**src/rtl/core/qetok_pkg.sv**
```systemverilog
// Shared types, result codes and the character classifier of the quoted tokenizer.
package qetok_pkg;

  // Result kinds
  localparam logic [1:0] KIND_BYTE = 2'd0;
  localparam logic [1:0] KIND_END  = 2'd1;
  localparam logic [1:0] KIND_OK   = 2'd2;
  localparam logic [1:0] KIND_ERR  = 2'd3;

  // Request types
  localparam logic REQ_CHAR = 1'b0;
  localparam logic REQ_EOL  = 1'b1;

  // Results one request can cause
  localparam int MaxResults = 2;
  // Output queue depth
  localparam int QueueDepth = 4;

  typedef enum logic [2:0] {
    CLS_UNK,
    CLS_WS,
    CLS_BSL,
    CLS_QUOTE,
    CLS_DIGIT,
    CLS_ALPHA,
    CLS_SYM
  } cls_t;

  typedef struct packed {
    logic [1:0] kind;
    logic [7:0] data;
    logic       last;
  } res_t;

  // Results of one request, count first
  typedef struct packed {
    logic [1:0] count;
    res_t       r0;
    res_t       r1;
  } push_t;

  // Classify one character byte
  function automatic cls_t classify(input logic [7:0] ch);
    cls_t c;
    c = CLS_UNK;
    unique case (ch)
      8'd32, 8'd9, 8'd10, 8'd13: c = CLS_WS;
      8'd92:                     c = CLS_BSL;
      8'd34:                     c = CLS_QUOTE;
      // ~ ! @ # $ % ^ & * ( ) _ - + = { } [ ] | ' : ; < , > . ? /
      8'd126, 8'd33, 8'd64, 8'd35, 8'd36, 8'd37, 8'd94, 8'd38, 8'd42,
      8'd40, 8'd41, 8'd95, 8'd45, 8'd43, 8'd61, 8'd123, 8'd125, 8'd91,
      8'd93, 8'd124, 8'd39, 8'd58, 8'd59, 8'd60, 8'd44, 8'd62, 8'd46,
      8'd63, 8'd47:              c = CLS_SYM;
      default: begin
        if (ch >= 8'd48 && ch <= 8'd57) begin
          c = CLS_DIGIT;
        end else if ((ch >= 8'd65 && ch <= 8'd90) || (ch >= 8'd97 && ch <= 8'd122)) begin
          c = CLS_ALPHA;
        end else begin
          c = CLS_UNK;
        end
      end
    endcase
    return c;
  endfunction

endpackage

```
**src/rtl/core/quoted_escape_tokenizer_unit.sv**
```systemverilog
// Top level of the quoted, escaped tokenizer.
//
//   channel  direction  handshake             payload
//   in       input      in_valid / in_ready   req_type, char_byte
//   out      output     out_valid / out_ready out_kind, out_byte, last_of_run
//
// One request is accepted per cycle while in_ready is high; its zero, one or two results
// enter a four-entry result queue at the accepting edge; the first can leave at the next
// edge. The queue drains one result per cycle while out_ready is high, so a stream of
// two-result requests is held back by in_ready; requests of at most one result need not stall.
// in_ready drops while the queue lacks room for two results.
// Synchronous reset puts the parser between tokens and empties the queue.
module quoted_escape_tokenizer_unit (
  input  logic       clk,
  input  logic       rst,
  input  logic       in_valid,
  output logic       in_ready,
  input  logic       req_type,
  input  logic [7:0] char_byte,
  output logic       out_valid,
  input  logic       out_ready,
  output logic [1:0] out_kind,
  output logic [7:0] out_byte,
  output logic       last_of_run
);

  qetok_pkg::push_t push;
  qetok_pkg::res_t  head;
  logic             take;

  assign take = in_valid && in_ready;

  // Parse the accepted request
  qetok_parse u_parse (
    .clk       (clk),
    .rst       (rst),
    .take      (take),
    .req_type  (req_type),
    .char_byte (char_byte),
    .push      (push)
  );

  // Queue results toward the output
  qetok_outq u_outq (
    .clk        (clk),
    .rst        (rst),
    .push       (push),
    .room       (in_ready),
    .head_valid (out_valid),
    .head_take  (out_ready),
    .head       (head)
  );

  assign out_kind    = head.kind;
  assign out_byte    = head.data;
  assign last_of_run = head.last;

endmodule

```
**src/rtl/core/qetok_parse.sv**
```systemverilog
// Parser state and the single-pass step that turns one request into its results.
module qetok_parse (
  input  logic               clk,
  input  logic               rst,
  input  logic               take,
  input  logic               req_type,
  input  logic [7:0]         char_byte,
  output qetok_pkg::push_t   push
);

  typedef enum logic [3:0] {
    M_BETWEEN,
    M_UNQ,
    M_ESC_U,
    M_OCT_U1,
    M_OCT_U2,
    M_QUO,
    M_ESC_Q,
    M_OCT_Q1,
    M_OCT_Q2,
    M_DROP
  } mode_t;

  mode_t       mode, mode_next;
  logic [5:0]  oct, oct_next;
  logic        thb, thb_next;

  qetok_pkg::cls_t cls;
  logic        is_oct;
  logic        quoted;
  mode_t       back;
  logic        do_fail;
  logic        do_emit;
  logic [7:0]  emit_val;
  logic [1:0]  line_kind;
  qetok_pkg::push_t res;

  assign cls    = qetok_pkg::classify(char_byte);
  assign is_oct = (cls == qetok_pkg::CLS_DIGIT) && (char_byte <= 8'd55);
  assign quoted = (mode == M_QUO) || (mode == M_ESC_Q) || (mode == M_OCT_Q1) ||
                  (mode == M_OCT_Q2);
  assign back   = quoted ? M_QUO : M_UNQ;
  assign line_kind = (mode == M_BETWEEN || mode == M_UNQ) ? qetok_pkg::KIND_OK
                                                          : qetok_pkg::KIND_ERR;

  // Step one request through the parser
  always_comb begin
    mode_next = mode;
    oct_next  = oct;
    thb_next  = thb;
    do_fail   = 1'b0;
    do_emit   = 1'b0;
    emit_val  = char_byte;
    res       = '0;

    if (req_type == qetok_pkg::REQ_EOL) begin
      // Close the line: flush the token, then report status (nothing while dropping)
      if (mode != M_DROP) begin
        if (thb) begin
          res.r0.kind = qetok_pkg::KIND_END;
          res.r1.kind = line_kind;
          res.count   = 2'd2;
        end else begin
          res.r0.kind = line_kind;
          res.count   = 2'd1;
        end
      end
      mode_next = M_BETWEEN;
      oct_next  = '0;
      thb_next  = 1'b0;
    end else begin
      unique case (mode)
        M_DROP: begin
        end
        M_UNQ, M_QUO: begin
          if (cls == qetok_pkg::CLS_UNK || (cls == qetok_pkg::CLS_QUOTE && !quoted)) begin
            do_fail = 1'b1;
          end else if (cls == qetok_pkg::CLS_WS && !quoted) begin
            if (thb) begin
              res.r0.kind = qetok_pkg::KIND_END;
              res.count   = 2'd1;
            end
            thb_next  = 1'b0;
            mode_next = M_BETWEEN;
          end else if (cls == qetok_pkg::CLS_BSL) begin
            mode_next = quoted ? M_ESC_Q : M_ESC_U;
          end else if (cls == qetok_pkg::CLS_QUOTE) begin
            // Closing quote always marks the end, even for an empty token
            res.r0.kind = qetok_pkg::KIND_END;
            res.count   = 2'd1;
            thb_next    = 1'b0;
            mode_next   = M_BETWEEN;
          end else begin
            do_emit = 1'b1;
          end
        end
        M_ESC_U, M_ESC_Q: begin
          if (cls == qetok_pkg::CLS_BSL || cls == qetok_pkg::CLS_QUOTE ||
              cls == qetok_pkg::CLS_SYM) begin
            do_emit   = 1'b1;
            mode_next = back;
          end else if (is_oct) begin
            oct_next  = {3'b000, char_byte[2:0]};
            mode_next = quoted ? M_OCT_Q1 : M_OCT_U1;
          end else if (char_byte == 8'd110 || char_byte == 8'd114) begin
            do_emit   = 1'b1;
            emit_val  = (char_byte == 8'd110) ? 8'd10 : 8'd13;
            mode_next = back;
          end else begin
            do_fail = 1'b1;
          end
        end
        M_OCT_U1, M_OCT_Q1: begin
          if (is_oct) begin
            oct_next  = {oct[2:0], char_byte[2:0]};
            mode_next = quoted ? M_OCT_Q2 : M_OCT_U2;
          end else begin
            do_fail = 1'b1;
          end
        end
        M_OCT_U2, M_OCT_Q2: begin
          if (is_oct) begin
            do_emit   = 1'b1;
            emit_val  = {oct[4:0], char_byte[2:0]};
            oct_next  = '0;
            mode_next = back;
          end else begin
            do_fail = 1'b1;
          end
        end
        default: begin
          // Between tokens
          mode_next = M_BETWEEN;
          if (cls == qetok_pkg::CLS_UNK) begin
            do_fail = 1'b1;
          end else if (cls == qetok_pkg::CLS_WS) begin
            mode_next = M_BETWEEN;
          end else if (cls == qetok_pkg::CLS_BSL) begin
            mode_next = M_ESC_U;
          end else if (cls == qetok_pkg::CLS_QUOTE) begin
            mode_next = M_QUO;
          end else begin
            do_emit   = 1'b1;
            mode_next = M_UNQ;
          end
        end
      endcase

      // Emit one token byte
      if (do_emit) begin
        res.r0.kind = qetok_pkg::KIND_BYTE;
        res.r0.data = emit_val;
        res.count   = 2'd1;
        thb_next    = 1'b1;
      end

      // Flush the token, report the error, drop until end of line
      if (do_fail) begin
        if (thb) begin
          res.r0.kind = qetok_pkg::KIND_END;
          res.r1.kind = qetok_pkg::KIND_ERR;
          res.count   = 2'd2;
        end else begin
          res.r0.kind = qetok_pkg::KIND_ERR;
          res.count   = 2'd1;
        end
        thb_next  = 1'b0;
        mode_next = M_DROP;
        oct_next  = '0;
      end
    end

    // Mark the last result of the request
    if (res.count == 2'd1) begin
      res.r0.last = 1'b1;
    end else if (res.count == 2'd2) begin
      res.r1.last = 1'b1;
    end

    push = res;
    if (!take) begin
      push.count = 2'd0;
    end
  end

  // Hold parser state, advance on an accepted request
  always_ff @(posedge clk) begin
    if (rst) begin
      mode <= M_BETWEEN;
      oct  <= '0;
      thb  <= 1'b0;
    end else if (take) begin
      mode <= mode_next;
      oct  <= oct_next;
      thb  <= thb_next;
    end
  end

endmodule

```
**src/rtl/core/qetok_outq.sv**
```systemverilog
// Short result queue: takes up to two results a cycle, hands out one from its head.
module qetok_outq (
  input  logic               clk,
  input  logic               rst,
  input  qetok_pkg::push_t   push,
  output logic               room,
  output logic               head_valid,
  input  logic               head_take,
  output qetok_pkg::res_t    head
);

  localparam int CntW = $clog2(qetok_pkg::QueueDepth + 1);

  qetok_pkg::res_t q [qetok_pkg::QueueDepth];
  qetok_pkg::res_t q_next [qetok_pkg::QueueDepth];
  logic [CntW-1:0] count, count_next, base;
  logic            pop;

  assign pop        = head_valid && head_take;
  assign head_valid = (count != '0);
  assign room       = (count <= CntW'(qetok_pkg::QueueDepth - qetok_pkg::MaxResults));
  assign head       = q[0];
  assign base       = count - CntW'(pop);

  // Shift out the head, then place new results behind what remains
  always_comb begin
    for (int i = 0; i < qetok_pkg::QueueDepth; i++) begin
      if (pop && i < qetok_pkg::QueueDepth - 1) begin
        q_next[i] = q[i + 1];
      end else begin
        q_next[i] = q[i];
      end
      if (push.count != 2'd0 && base == CntW'(i)) begin
        q_next[i] = push.r0;
      end
      if (push.count == 2'd2 && base + CntW'(1) == CntW'(i)) begin
        q_next[i] = push.r1;
      end
    end
    count_next = base + CntW'(push.count);
  end

  // Hold the count; entries need no reset
  always_ff @(posedge clk) begin
    if (rst) begin
      count <= '0;
    end else begin
      count <= count_next;
    end
  end

  always_ff @(posedge clk) begin
    for (int i = 0; i < qetok_pkg::QueueDepth; i++) begin
      q[i] <= q_next[i];
    end
  end

endmodule
```
**config.mk**
```make
export PLATFORM = sky130hd
export DESIGN_NAME = quoted_escape_tokenizer_unit
export DESIGN_NICKNAME = d
export VERILOG_FILES = /design/src/rtl/core/qetok_pkg.sv /design/src/rtl/core/quoted_escape_tokenizer_unit.sv /design/src/rtl/core/qetok_parse.sv /design/src/rtl/core/qetok_outq.sv
export SDC_FILE = /design/constraint.sdc
export NUM_CORES = 1
export LEC_CHECK = 0
export ABC_AREA = 1
export BUFFER_PORTS_ARGS = -buffer_cell sky130_fd_sc_hd__buf_2
export CAP_MARGIN = 25
export CORE_AREA = 4 4 122 101
export CTS_BUF_LIST = sky130_fd_sc_hd__clkbuf_2
export CTS_CLUSTER_DIAMETER = 60
export DETAILED_ROUTE_END_ITERATION = 8
export DIE_AREA = 0 0 126 105
export GPL_TIMING_DRIVEN = 1
export HOLD_SLACK_MARGIN = 0.06
export SYNTH_ARGS = -nofsm -noshare
export SYNTH_HDL_FRONTEND = slang
export SYNTH_HIERARCHICAL = 1
export SYNTH_SLANG_ARGS = --single-unit
```
**constraint.sdc**
```tcl
create_clock -name clk -period 2.8 [get_ports clk]
set_input_delay 0.14 -clock clk [delete_from_list [all_inputs] [get_ports clk]]
set_output_delay 0.14 -clock clk [all_outputs]
set_load 0.02 [all_outputs]
```
* Word level (Yosys, flattened, before mapping)
Memory sizes are Yosys's and may differ from the RTL's. Cells that the tools add are included.
Operators by class: add/sub/neg operators 3, order comparisons 8, equality and inequality tests 71, muxes and demuxes 98, reductions and logical operators 46
Operators by type and width (count):
- $eq 8x6->1 const B | 22
- $mux 11 | 11
- $eq 8x7->1 const B | 12
- $mux 4 | 24
- $mux 8 | 5
- $mux 1 | 30
- $mux 5 | 6
- $reduce_or 29->1 | 1
- $mux 3 | 9
- $eq 8x4->1 const B | 3
- $pmux 4 s5 | 1
- $eq 3x2->1 const B | 6
- $eq 4x3->1 const B | 4
- $ge 8x7->1 const B | 2
- $le 8x6->1 const B | 2
- $le 8x7->1 const B | 2
- $logic_and 1x1->1 | 16
- $ne 4x4->1 const B | 4
- $pmux 8 s2 | 1
- $pmux 5 s3 | 1
- $mux 12 | 1
- $mux 2 | 6
- $ne 4x2->1 const B | 3
- $ne 6x2->1 const B | 2
- other kinds (30) | 52
Storage, ports and cells: flip-flop bits (word level) 13, RAM bits 44, word-level logic and storage cells 231, memories 1
Memory list:
- u_outq.q | depth 4, bits a word 11, rd ports 4, clocked after memory_dff 0, write ports 4, line qetok_outq.sv:14 | qetok_pkg::res_t q [qetok_pkg::QueueDepth];

* Depth between registers and ports, before layout
Gate-level depths: netlist of the first run.
depth after elaboration 21, depth in mapped cells 24, mapped depth without buffers 23

* By module
Netlist of the first run, hierarchy kept.
Modules (own cells, without submodules):
- qetok_outq | instances 1, cells an instance 346, area an instance 2708.8 sq um
- qetok_parse | instances 1, cells an instance 324, area an instance 1615.3 sq um
- quoted_escape_tokenizer_unit | instances 1, cells an instance 2, area an instance 7.5 sq um

* Least setup slack after synthesis of the first run
OpenSTA, ideal clock, no wires.
kind flip-flop to flip-flop, start point register u_parse/mode[3] (netlist name), end point memory u_outq/q[2][0] (netlist name) (enable), setup time 355 ps, arrival 2728 ps, data required time 2445 ps, path slack -283 ps, cell stages (with the launch flop) 18, buffers on the path 1, path through dfxtp_1 > inv_1 > nor2_1 > inv_1 > a21oi_2 > nor2_1 > nand2_1 > nor2_1 > nand4_1 > nand4_2 > a21oi_1 > nand2_1 > nor2_1 > nor2_1 > nor2_1 > nand2_1 > buf_4 > nand3_1
RTL lines (line):
- end: declaration | qetok_outq.sv:14

==> impl_results.md, run 1 <==
* FFs w/ async S/R, synth at 0%
* Commonest cells post-synth: nand2_1, nand3_1, nor2_1
* Crit Path Class: flop to flop
* Setup crit start kind: flop
* Final setup fails at 0
* Met1 GRT Util at 28.73%
* Detail Route Antenna Nets at 0
* Share of cells above drive strength 1 at 26.77%
* EDFF count, synth at 44
* Post-synthesis register bit count at 57
* Setup crit start: u_parse/mode[1]
* IO buf count at 25
* Worst Path Required at 3.09 ns
* GRT Overall Usage at 19.30%
* R2R setup slack at 0.07 ns
* Clock network fraction of total power at around 8.8%
* Share of the synthesized area in the top cell type at 30.50%
* CP max FO at 5
* FF-to-FF Start: u_parse/mode[1]
* Diode count at 0
* Gp weighted congestion at about 0.9
* Max transition margin at 50.05%
* TritonCTS Buffers at 9
* Core area at 11,210 µm²
* Synth cell types at 40
* Clock Sinks at 57
* Worst-Margin Slew at 0.7414 ns
* Logic gate share of total power at between 60 and 70%
* Fin util at 50.41%
* Initial Util at around 39%
* Power per cell area at 999.0 nW/µm²
* Pin count of the biggest net entering global routing at 39
* Lkg Pwr at 2.921 nW
* Final hold violation count at 0
* Gr ovfl total at 0
* Layer carrying the most global-route usage: met2
* First-pass GRT wire length at 20.96 mm
* Synth warn at 6
* Worst-Skew Late Latency at 0.52 ns
* Drt first pass iters at 5
* Max Fclk at 0.3660 GHz
* Ports at 26
* Commonest register cell after synthesis: edfxtp_1
* Path depth of the worst reg2reg path at 17
* Period Utilization, post-route at between 90% and 100%
* Switching power at approximately 2.7 mW
* Via Count at 4,695
* Flop pwr share at about 28%
* Top cells by area, synth: edfxtp_1, nand2_1, nand3_1, nor2_1, inv_1
* # rows at 35
* RR Endpoint: u_outq/q[3][5]
* Clk buf depth at 2
* Drt wl/cell at approximately 14 µm
* Clock-pin transition on the worst setup and hold timing paths at 0.15 ns
* Setup crit end: u_outq/q[3][5]
* Min Tclk post-route at 2.732 ns
* Setup_tns at 0 ns
* RSZ-0062 raised after global routing: yes
* Synthesized area at 4332 µm²
* Register area share after synthesis at 36.51%
* Largest area contributor in the netlist: edfxtp_1
* Post-Syn Instances at 672
* HPWL Detailed at 9.731 mm
* Die X at 126 µm
* Synth Area per Inst at approximately 6.4 µm²
* Final nets at 806
* Antenna violations before repair at 0
* Hold Crit Class: input pin to flop
* CTS H-tree lvls at 3
* Max_cap viols at 0
* TritonCTS clock tree: built
* Worst setup EP type: flop
* DR vias/cell at 4.995
* Max Clock Skew at 0.01735 ns
* DRT Wirelength at roughly 13 mm
* Final slew viol count at 0
* Fin area at 5652 µm²
* Die Ht at 105 µm
* DRC at 0
* Synthesis-to-layout area growth at 30.47%
* Sw frac at 47.80%
* Vias in the first global route at 4,343
* Met3 GRT Util at 3.986%
* DP Area at 5206 µm²
* Peak VDD IR at 0.0003739 V
* Grt met2 use at 29.08%
* Die Footprint at 13,230 µm²
* Initial DRC count at ~380
* Worst EP arrival at 3.02 ns
* Clock root buffer: clkbuf_2
* Most numerous cell in the Yosys netlist: nand2_1
* Status: finished, final reports clean
* Internal power at roughly 2.9 mW
layer usage:
layer,share of wire [%],routed length [µm],up-vias
met1,52,6987,2164
li1,-,-,2366
met2,41,5509,149
met3,6.0,802,16
met4,1.1,148,0
met5,0,0,-
critical path, cell delays in order (launching register included):
cell	delay, ns
dfxtp_2	0.36
buf_4	0.15
nor2_1	0.13
nand2_1	0.14
inv_1	0.13
nor2_2	0.06
nand4_1	0.17
nand4_2	0.15
nor2_2	0.15
nand2_1	0.07
nand2_2	0.11
nor2_4	0.06
buf_6	0.13
nor2_4	0.19
nand3_4	0.16
clkbuf_16	0.19
nor2_1	0.10
a21oi_1	0.05
how the worst min path moves through the flow:
stage | from | endpoint | slack, ns | cells past startpoint
2_1_floorplan | rst | u_outq/count[2] | 0.21 | 1
3_3_place_gp | rst | u_outq/count[1] | 0.36 | 2
4_1_cts | in_valid | u_parse/mode[2] | 0.15 | 7
5_1_grt | in_valid | u_parse/oct[0] | 0.18 | 7
6_report | in_valid | u_parse/mode[2] | 0.18 | 7
3_5_place_dp | rst | u_outq/count[0] | 0.36 | 2
flip-flops by register name, indices dropped and copies added, names as in the netlist:
name / cells
u_parse/thb: 1
u_outq/count: 3
u_parse/oct: 5
u_outq/q: 44
u_parse/mode: 4
power by group through the flow:
| stage | clock, mW | combinational, mW | sequential, mW |
|---|---|---|---|
| detailed placement | 0 | 3.12 | 1.62 |
| finish | 0.498 | 3.54 | 1.61 |
| global placement | 0 | 3.06 | 1.60 |
| CTS | 0.504 | 3.16 | 1.59 |
| floorplan | 0 | 2.06 | 1.71 |
| global route | 0.547 | 3.92 | 1.65 |
logic make-up (layout without fill, tap and decap cells):
| kind of cell | Yosys count | count (layout) | share of synthesized area [%] |
|---|---|---|---|
| AO/OA/AOI/OAI | 48 | 48 | 6.702 |
| adder cells (fa/ha/maj) | 5 | 5 | 1.618 |
| buffers and inverters | 135 | 246 | 13.20 |
| AND/OR/NAND/NOR | 426 | 428 | 41.88 |
| flip-flops | 57 | 57 | 36.51 |
| other | 1 | 8 | 0.08657 |
through the flow:
stage	instances	hold slack [ns]	setup WS, ns	total power [mW]
floorplan	679	0.2091	0.02950	3.770
finish	940	0.1790	0.06768	5.646
CTS	928	0.1479	0.003813	5.256
detailed placement	911	0.3622	-0.2388	4.739
global placement	911	0.3570	-0.1977	4.666
global route	940	0.1756	-0.04245	6.118
placed cells by master, fill, tap and decap left out, types with 2 or more instances in the layout:
cell,count
a21oi_1,22
a21oi_4,2
a32oi_1,2
buf_2,25
buf_4,86
buf_6,9
clkbuf_2,9
clkinv_1,6
conb_1,8
dfxtp_1,9
dfxtp_4,3
edfxtp_1,44
ha_1,3
inv_1,88
inv_2,18
nand2_1,191
nand2_2,5
nand2_4,2
nand3_1,95
nand3_2,8
nand3_4,4
nand4_1,5
nor2_1,79
nor2_2,23
nor2_4,8
nor3_1,3
o21ai_0,6
o21bai_1,2
o22ai_1,3
o31ai_1,2
repair_timing:
| action | in CTS | in global routing |
|---|---|---|
| hold buffers | 1 | 0 |
| endpoints found under the hold margin | 3 | 0 |
| resized for setup | 4 | 69 |
| endpoints found under the setup margin | 89 | 90 |
| pin swaps | 1 | 14 |
| buffers inserted | 1 | 7 |
| cloned | 0 | 5 |
layout make-up:
type | instances | area, µm²
repair buffers | 123 | 922.1
fillers | 1187 | 5559
clock buffers | 9 | 45.04
inverters | 108 | 405.4
flip-flops and latches | 57 | 1594
clock inverters | 6 | 50.05
multi-input cells | 489 | 2450
well taps | 148 | 185.2
(Power assumes the default switching activity.)
==> run 2, diff against run 1 <==
CORE_AREA = 4 4 116 96   (was 4 4 122 101)
DIE_AREA = 0 0 120 100   (was 0 0 126 105)
SYNTH_HIERARCHICAL = not set   (was 1)
==> impl_results.md, run 2 <==
* # rows at 33
* DR vias/cell at 5.227
* FFs w/ async S/R, synth at 0%
* Power per cell area at 1017 nW/µm²
* Vias in the first global route at around 3,800
* Worst setup EP type: flop
* Ports at 26
* Commonest non-fill, non-tap cell in the layout: nand2_1
* GRT Overall Usage at 18.09%
* Register area share after synthesis at 32.01%
* Sw frac at 48.74%
* Clock Sinks at 57
* Top cells by area, synth: dfxtp_1, nand2_1, nand3_1, edfxtp_1, nor2_1
* Area of the multi-input gates at 2370 µm²
* Most frequent cell on the critical path: nand2_1
* Setup crit end: u_outq.q[3][0]
* Period Utilization, post-route at 92.90%
* Min Tclk post-route at 2.601 ns
* Flop pwr share at 31.0%
* Commonest non-fill, non-tap cells in the layout: nand2_1, nand3_1, nor2_1
* Detail Route Antenna Nets at 0
* Post-synthesis register bit count at 57
* Die X at 120 µm
* Biggest regs: u_outq.q: 44 flops, u_parse.oct: 5 flops, u_parse.mode: 4 flops
* Core area at 10,030 µm²
* Synthesis-to-layout area growth at 15.59%
* Post-Place Cells at 775
* Logic gate share of total power at 58.8%
* Setup slack after layout at 0.1989 ns
* WHS at 0.1231 ns
* Synthesized area at 3940 µm²
* Final hold violation count at 0
* Setup crit start kind: flop
* Initial DRC count at between 200 and 250
* Crit Path Class: flop to flop
* Drt first pass iters at 5
* Final setup fails at 0
* Clock-pin transition on the worst setup and hold timing paths at 0.20 ns
* Max Fclk at 0.3845 GHz
* Commonest cells post-synth: nand2_1, nand3_1, nor2_1
* DRT Wirelength at 10.82 mm
* Max Clock Skew at 0.03015 ns
* Post-Synth XOR/XNOR Area at 0.4446%
* Max_cap viols at 0
* Share of the synthesized area in the top cell type at 22.86%
* Synth warn at 0
* Drt wl/cell at approximately 14 µm
* Internal power at 2.374 mW
* Post-Syn Instances at 605
* FF+latch area at between 1000 and 1500 µm²
* CP Cell Sequence: nand2_2, nor3_4, a21oi_4, buf_4, nand2_1, nand2_1, nand2_1, inv_2, nand4_4, buf_4, nand4_4, inv_2, nand4_1, nand2_1
* Worst-Margin Slew at roughly 0.62 ns
* Max transition margin at about three fifths
* Final nets at 669
* Worst-Skew Late Latency at approximately 0.5 ns
* Fin area at ~4600 µm²
* TritonCTS Buffers at 9
* Most numerous cell in the Yosys netlist: nand2_1
* Gr ovfl total at 0
* DP Area at 4345 µm²
* Antenna violations before repair at 0
* Clock root buffer: clkbuf_2
* Fin util at 45.39%
* Max FFs per register at between 40 and 50
* Die Footprint at 12,000 µm²
* Slowest cell delay on critical path at between 0.4 and 0.5 ns
* TritonCTS clock tree: built
* Worst EP arrival at ~2.8 ns
* Post-synthesis mux area share at 0%
* Post-synthesis simple-gate area fraction at between 40 and 50%
* Status: finished, final reports clean
* Synth Area per Inst at 6.512 µm²
* DRC at 0
* Setup WS pre-CTS at between 0.01 and 0.015 ns
* Clk buf depth at 2
* Setup crit start: u_parse.mode[3]
* Hold Crit Class: input pin to flop
* Largest family of logic cells by synthesized area: simple AND/OR/NAND/NOR gates
* Worst Path Required at 3.03 ns
* Largest area contributor in the netlist: dfxtp_1
* Total power at roughly 4.6 mW
* First-pass GRT wire length at 17.82 mm
* Path depth of the worst reg2reg path at 14
* Synth cell types at 44
* CP max FO at 6
* Adder-cell share of the synthesized area at 1.778%
* Die Ht at 100 µm
* Switching power at 2.258 mW
* CTS H-tree lvls at 3
* Compound-gate portion of the synthesized area at 12.04%
* R2R setup slack at 0.20 ns
* Share of cells above drive strength 1 at between 20% and 30%
* Pin count of the biggest net entering global routing at 35
* Initial Util at 39.27%
* HPWL Detailed at between 8 and 9 mm
* EDFF count, synth at 12
* Register bank with the most flops: u_outq.q
* Diode count at 0
* Gp weighted congestion at 0.8961
* FF-to-FF Start: u_parse.mode[3]
* Via Count at roughly 4,200
* IO buf count at 25
* Commonest register cell after synthesis: dfxtp_1
* RR Endpoint: u_outq.q[3][0]
* Fill cells at 1,082
* Synthesized Nets at 623
* Worst path slowest cell: dfxtp_4
* Clock network fraction of total power at 10.2%
* Lkg Pwr at 2.267 nW
* Setup_tns at 0 ns
* Peak VDD IR at 0.0002679 V
* Final slew viol count at 0
* Final Non-Filler Cells at 796
-- run 2: layout make-up --
class / count / area share (%)
flip-flops and latches: 57 / 27.91
clock buffers: 9 / 0.9890
multi-input cells: 462 / 52.03
inverters: 58 / 4.835
repair buffers: 63 / 9.396
clock inverters: 7 / 0.9890
well taps: 140 / 3.846
-- run 2: kinds of logic after synthesis --
family / Yosys count
and+or+nand+nor: 378
buffers and inverters: 86
AOI/OAI and AO/OA: 77
DFF: 57
adders and majority gates: 5
xor gates and xnor gates: 2
-- run 2: worst min path at each step --
stage / from / endpoint / depth (start not counted)
after CTS: char_byte[2] / u_parse.oct[2] / 4
final: in_valid / u_parse.mode[0] / 5
after global placement: u_outq.q[0][5] / u_outq.q[0][5] / 2
after detailed placement: u_outq.q[0][8] / u_outq.q[0][8] / 2
after floorplan: req_type / u_parse.mode[1] / 3
after global routing: char_byte[2] / u_parse.oct[2] / 4
-- run 2: power by group through the flow --
stage          clock, mW  sequential [mW]  combinational, mW
2_1_floorplan          0             1.51               1.84
3_3_place_gp           0             1.44               2.58
3_5_place_dp           0             1.45               2.61
4_1_cts            0.487             1.43               2.62
5_1_grt            0.522             1.47               3.07
6_report           0.470             1.44               2.72
-- run 2: metal layers --
layer / global-route usage (%) / wire [µm] / up-vias
met1: 26.66 / 5510 / 1910
met4: 4.401 / 142 / 0
met3: 3.493 / 670 / 11
met2: 27.25 / 4494 / 122
met5: 0 / 0 / -
li1: - / - / 2118
-- run 2: worst max-delay path: cells and delay by family, from the launching register on --
kind | cells | cell delay [ns]
AND/OR/NAND/NOR | 9 | 1.31
buffers and inverters | 4 | 0.50
flip-flops | 1 | 0.44
AO/OA/AOI/OAI | 1 | 0.08
-- run 2: timing repair --
item                                    in CTS  in global routing
endpoints found under the setup margin       1                 57
hold buffers                                 2                  0
endpoints found under the hold margin       10                  0
resized for setup                            1                 22
buffers inserted                             0                  3
pin swaps                                    0                  4
